<file path="config.mk">
export PLATFORM = sky130hd
export DESIGN_NAME = gpd_ctrl
export DESIGN_NICKNAME = d
export VERILOG_FILES = /design/src/gpd_pkg.sv /design/src/gpd_ctrl.sv
export SDC_FILE = /design/constraint.sdc
export NUM_CORES = 1
export LEC_CHECK = 0
export BUFFER_PORTS_ARGS = -buffer_cell sky130_fd_sc_hd__buf_2
export CAP_MARGIN = 20
export CORE_MARGIN = 8
export CORE_UTILIZATION = 40
export DETAILED_ROUTE_END_ITERATION = 10
export SLEW_MARGIN = 20
export SYNTH_ARGS = -nofsm -noshare
export SYNTH_HDL_FRONTEND = slang
export SYNTH_SLANG_ARGS = --single-unit
</file>
<file path="constraint.sdc">
create_clock -name i_clk -period 5.11 [get_ports i_clk]
set_input_delay 0.511 -clock i_clk [delete_from_list [all_inputs] [get_ports i_clk]]
set_output_delay 0.511 -clock i_clk [all_outputs]
set_load 0.02 [all_outputs]
</file>
<file path="src/gpd_pkg.sv">
package gpd_pkg;

    localparam int UNIFORM_BITS_DEF = 16;
    localparam int LOG_FRAC_BITS    = 24;
    localparam logic [30:0] TWO_LN2_Q30 = 31'd1488522236;

    localparam logic [15:0] MEAN_RESET = 16'sd0;
    localparam logic [14:0] DEV_RESET  = 15'd256;

    // Register indexes of the configuration port.
    localparam logic CFG_MEAN      = 1'b0;
    localparam logic CFG_DEVIATION = 1'b1;

    // Datapath operations issued by the controller.
    typedef enum logic [3:0] {
        OP_NONE   = 4'd0,
        OP_LOAD   = 4'd1,
        OP_NORM   = 4'd2,
        OP_LOG    = 4'd3,
        OP_LMUL   = 4'd4,
        OP_DIV    = 4'd5,
        OP_QMUL   = 4'd6,
        OP_SQRT   = 4'd7,
        OP_SCALE  = 4'd8,
        OP_SUM    = 4'd9,
        OP_SPARE  = 4'd10
    } t_op;

    typedef struct packed {
        t_op  op;
        logic sel_v;      // work on v rather than u
        logic keep_spare; // store the finished magnitude as the spare
        logic use_spare;  // scale the stored spare
    } t_cmd;

    typedef struct packed {
        logic reject;     // s is zero or at least one
        logic norm_done;  // s is normalised
        logic step_last;  // iteration counter at its final step
        logic spare_valid;
    } t_status;

endpackage

</file>
<file path="src/gpd_ctrl.sv">
module gpd_ctrl
    import gpd_pkg::*;
(
    input  logic    i_clk,
    input  logic    i_rst_n,
    input  t_status i_status,
    input  logic    i_in_valid,
    output logic    o_in_ready,
    output logic    o_out_valid,
    input  logic    i_out_ready,
    output t_cmd    o_cmd
);

    typedef enum logic [9:0] {
        S_IDLE  = 10'b0000000001,
        S_CHK   = 10'b0000000010,
        S_NORM  = 10'b0000000100,
        S_LOG   = 10'b0000001000,
        S_LMUL  = 10'b0000010000,
        S_DIV   = 10'b0000100000,
        S_QMUL  = 10'b0001000000,
        S_SQRT  = 10'b0010000000,
        S_SCALE = 10'b0100000000,
        S_SUM   = 10'b1000000000
    } t_state;

    t_state r_state, n_state;
    logic   r_second, n_second; // second pass computes u's magnitude
    logic   r_spare_item, n_spare_item;
    logic   r_out_valid, n_out_valid;

    always_comb begin
        n_state      = r_state;
        n_second     = r_second;
        n_spare_item = r_spare_item;
        n_out_valid  = r_out_valid;
        o_cmd        = '{op: OP_NONE, sel_v: !r_second, keep_spare: !r_second,
                         use_spare: r_spare_item};
        // The output register empties when its transaction is taken.
        if (r_out_valid && i_out_ready) n_out_valid = 1'b0;
        case (r_state)
            S_IDLE: if (i_in_valid) begin
                n_spare_item = i_status.spare_valid;
                n_second     = 1'b0;
                if (i_status.spare_valid) begin
                    n_state = S_SCALE;
                end else begin
                    o_cmd.op = OP_LOAD;
                    n_state  = S_CHK;
                end
            end
            S_CHK: n_state = i_status.reject ? S_IDLE : S_NORM;
            S_NORM: begin
                o_cmd.op = OP_NORM;
                if (i_status.norm_done) begin o_cmd.op = OP_NONE; n_state = S_LOG; end
            end
            S_LOG: begin
                o_cmd.op = OP_LOG;
                if (i_status.step_last) n_state = S_LMUL;
            end
            S_LMUL: begin o_cmd.op = OP_LMUL; n_state = S_DIV; end
            S_DIV: begin
                o_cmd.op = OP_DIV;
                if (i_status.step_last) n_state = S_QMUL;
            end
            S_QMUL: begin o_cmd.op = OP_QMUL; n_state = S_SQRT; end
            S_SQRT: begin
                o_cmd.op = OP_SQRT;
                // The count wraps to the divider's start mark for the second pass.
                if (i_status.step_last) begin
                    n_state  = r_second ? S_SCALE : S_DIV;
                    n_second = ~r_second;
                end
            end
            S_SCALE: begin o_cmd.op = OP_SCALE; n_state = S_SUM; end
            S_SUM: begin
                // Wait here while an earlier result still occupies the output.
                if (!r_out_valid || i_out_ready) begin
                    o_cmd.op    = OP_SUM;
                    n_out_valid = 1'b1;
                    n_state     = S_IDLE;
                end
            end
            default: n_state = S_IDLE;
        endcase
    end

    always_ff @(posedge i_clk) begin
        if (!i_rst_n) begin
            r_state      <= S_IDLE;
            r_second     <= 1'b0;
            r_spare_item <= 1'b0;
            r_out_valid  <= 1'b0;
        end else begin
            r_state      <= n_state;
            r_second     <= n_second;
            r_spare_item <= n_spare_item;
            r_out_valid  <= n_out_valid;
        end
    end

    assign o_in_ready  = (r_state == S_IDLE);
    assign o_out_valid = r_out_valid;

    a_sum_to_output: assert property (@(posedge i_clk) disable iff (!i_rst_n)
        (r_state == S_SUM && (!r_out_valid || i_out_ready)) |=> (r_out_valid && o_in_ready))
        else $error("result skipped");
    a_stall_holds: assert property (@(posedge i_clk) disable iff (!i_rst_n)
        (r_out_valid && !i_out_ready) |=> r_out_valid) else $error("stall lost");
    a_reject_idle: assert property (@(posedge i_clk) disable iff (!i_rst_n)
        (r_state == S_CHK && i_status.reject) |=> o_in_ready) else $error("reject path");

endmodule

</file>
==> flow_summary.yaml <==
outcome:
  status: "finished, final reports clean"
layout:
  final_cell_mix: "16 x buf_2, 13 x dfxtp_1, 9 x nor2_1, 9 x a21oi_1, 7 x nand3_1"
  nets: 127
  layout_commonest_cell: "buf_2"
  drive_gt1_share_pct: 30.5
  diodes: 0
  flow.area_growth_from_synthesis_pct: 9.55
sta:
  timing.setup.tns_ns: 0
  setup_viol: 0
  worstMarginPinSlew_ns: 0.582
  slew-limit-headroom_pct: 60.9
  rsz0062_at_grt: "no"
  fmax_mhz: 377
  period_share_pct: 51.9
  maxSlewViolCount: 0
  period_needed_ns: 2.65
  finalHoldViolations: 0
  clock_skew_ns: 0.00296
  hold-worst-slack_ns: 0.478
floorplan:
  io-pin-count: 17
  rows: 17
  dieWidth_um: 64.6
  dieHeight_um: 64.6
  core_mm2: 0.00221
  dieArea_mm2: 0.00417
  start_util_pct: 42.6
route:
  wl_met2_um: 1060
  wirelength_um: 2330
  highest_layer: "met4"
  wl_per_cell_um: 15.9
  m1WireLength_um: 1080
  drc: 0
  drt_iter0_drc: 24
  wl_met3_um: 169
  viasPerCell: 5.92
  firstDrtPassIters: 4
  vias: 865
  antenna_left: 0
critical_path:
  max_stage_delay_ns: 0.57
  cp_num_buf_inv: 1
  path_max_fanout: 9
  critical_path_class: "flop to primary output"
  cp_cell_sequence: "nor4_4 > nand4b_4 > nor2_1 > a21oi_1 > o21ai_0 > buf_2"
  cp_slowest_cell: "nor4_4"
  setup.worst_path.start_class: "flop"
  critPathArrivalTime_ns: 2.14
  critical-path-top-delay-family: "simple AND/OR/NAND/NOR gates"
  crit_required_ns: 4.60
  endpoint_kind: "primary output"
  rrSetupSlack_ns: 3.12
logic_synthesis:
  syn-mean-instance-area_um2: 9.07
  synth-seq-area-share_pct: 27.6
  synth_edf_count: 0
  synthFlopType: "dfxtp_1"
  ys_ff_latch: 13
  ys_warn_count: 0
  async_flop_share_pct: 0
  syn-num-nets: 112
  yosys.cell_types.count: 44
  netlist_instances: 104
  syn_area_um2: 943
clock_tree:
  numCtsBuffers: 3
  cts.repair_timing.setup_buffer_count: 0
  cts.sinks: 13
  cts-root-buf: "clkbuf_4"
  cts_resized: 0
  cts-htree-levels: 1
  clkLatencyLatePin_ns: 0.29
  cts_tree: "yes"
  ctsHoldBuffers: 0
  clock_path_buffers: 2
  clk_pin_slew_worst_paths_ns: 0.09
global_routing:
  antenna_found_initial: 0
  grt_first_pass_wirelength_um: 3800
  grt_usage_pct: 11.4
  overflow: 0
  grt_max_degree: 11
  grt_pass1_vias: 851
placement:
  io_buffers: 16
  gp_congestion: 0.846
  dpl.hpwl_um: 1790
pwr:
  ir_worst_vdd_mv: 0.226
  leakage_uw: 0.000397
  powerDensity_mw_per_mm2: 404
worst_hold_path:
  hold_class: "flop to flop"
run:
  maxCapViolCount: 0
-- layer usage --
metal,up-vias,GRT usage (%)
met5,-,0
met4,0,5.45
met3,2,4.30
met2,39,17.1
met1,398,13.9
li1,426,-
-- synthesized netlist by cell type, drive strengths merged, types with 2 or more instances --
cell | n | area [µm²]
nor2b | 3 | 18.8
and2b | 2 | 17.5
buf | 5 | 45.0
a211oi | 2 | 27.5
nand2 | 5 | 18.8
dfxtp | 13 | 260
nor3b | 2 | 15.0
clkinv | 2 | 7.51
nand4b | 4 | 56.3
o21ai | 9 | 45.0
a21oi | 9 | 45.0
nor3 | 2 | 15.0
xor2 | 2 | 17.5
nand4 | 3 | 25.0
nor4 | 7 | 95.1
nand3 | 8 | 45.0
nor2 | 10 | 40.0
-- final cells by class --
type                            count  area, µm²
Fill cell                         228       1180
Multi-Input combinational cell     82        619
Sequential cell                    13        260
Timing Repair Buffer               16       80.1
Tap cell                           28       35.0
Clock buffer                        3       22.5
Inverter                            3       11.3
Clock inverter                      1       5.00
-- tightest hold or removal path, stage by stage (launching register included) --
cell,delay [ns]
dfxtp_1,0.32
nand2_1,0.06
a21oi_1,0.06
-- cells by family (layout without fill, tap and decap cells) --
kind of cell,after synthesis,after routing,share of synthesized area [%]
buffers and inverters,9,23,6.76
XOR/XNOR,3,3,2.79
AND/OR/NAND/NOR,49,49,39.5
flip-flops,13,13,27.6
AO/OA/AOI/OAI,28,28,21.1
multiplexers,2,2,2.25
-- where the power goes --
group	leakage, µW	switching (µW)	internal [µW]	total (µW)
sequential	0.000106	27.5	114	142
combinational	0.000274	123	85.2	208
clock	0.0000177	39.4	29.1	68.5
-- worst paths after layout --
| path | depth (start not counted) | startpoint | end |
|---|---|---|---|
| max | 6 | r_state[3] | o_cmd[3] |
| min | 2 | r_spare_item | r_spare_item |
| max reg2reg | 5 | r_state[3] | r_state[1] |
| min reg2reg | 2 | r_spare_item | r_spare_item |
-- flip-flops by register name, indices dropped and copies added (netlist names) --
register and cells:
r_state 10, o_out_valid 1, r_second 1, r_spare_item 1
-- metrics by stage --
stage	worst slack (ns)	utilization [%]	total power [µW]	area, µm²	instances
after global placement	2.76	45.5	349	1010	142
after CTS	2.47	46.7	419	1030	146
after global routing	2.29	46.7	444	1030	146
after floorplan	3.04	-	305	943	104
final	2.46	46.7	418	1030	146
after detailed placement	2.81	45.5	350	1010	142
Note: power is estimated with default switching activity, not from simulation.
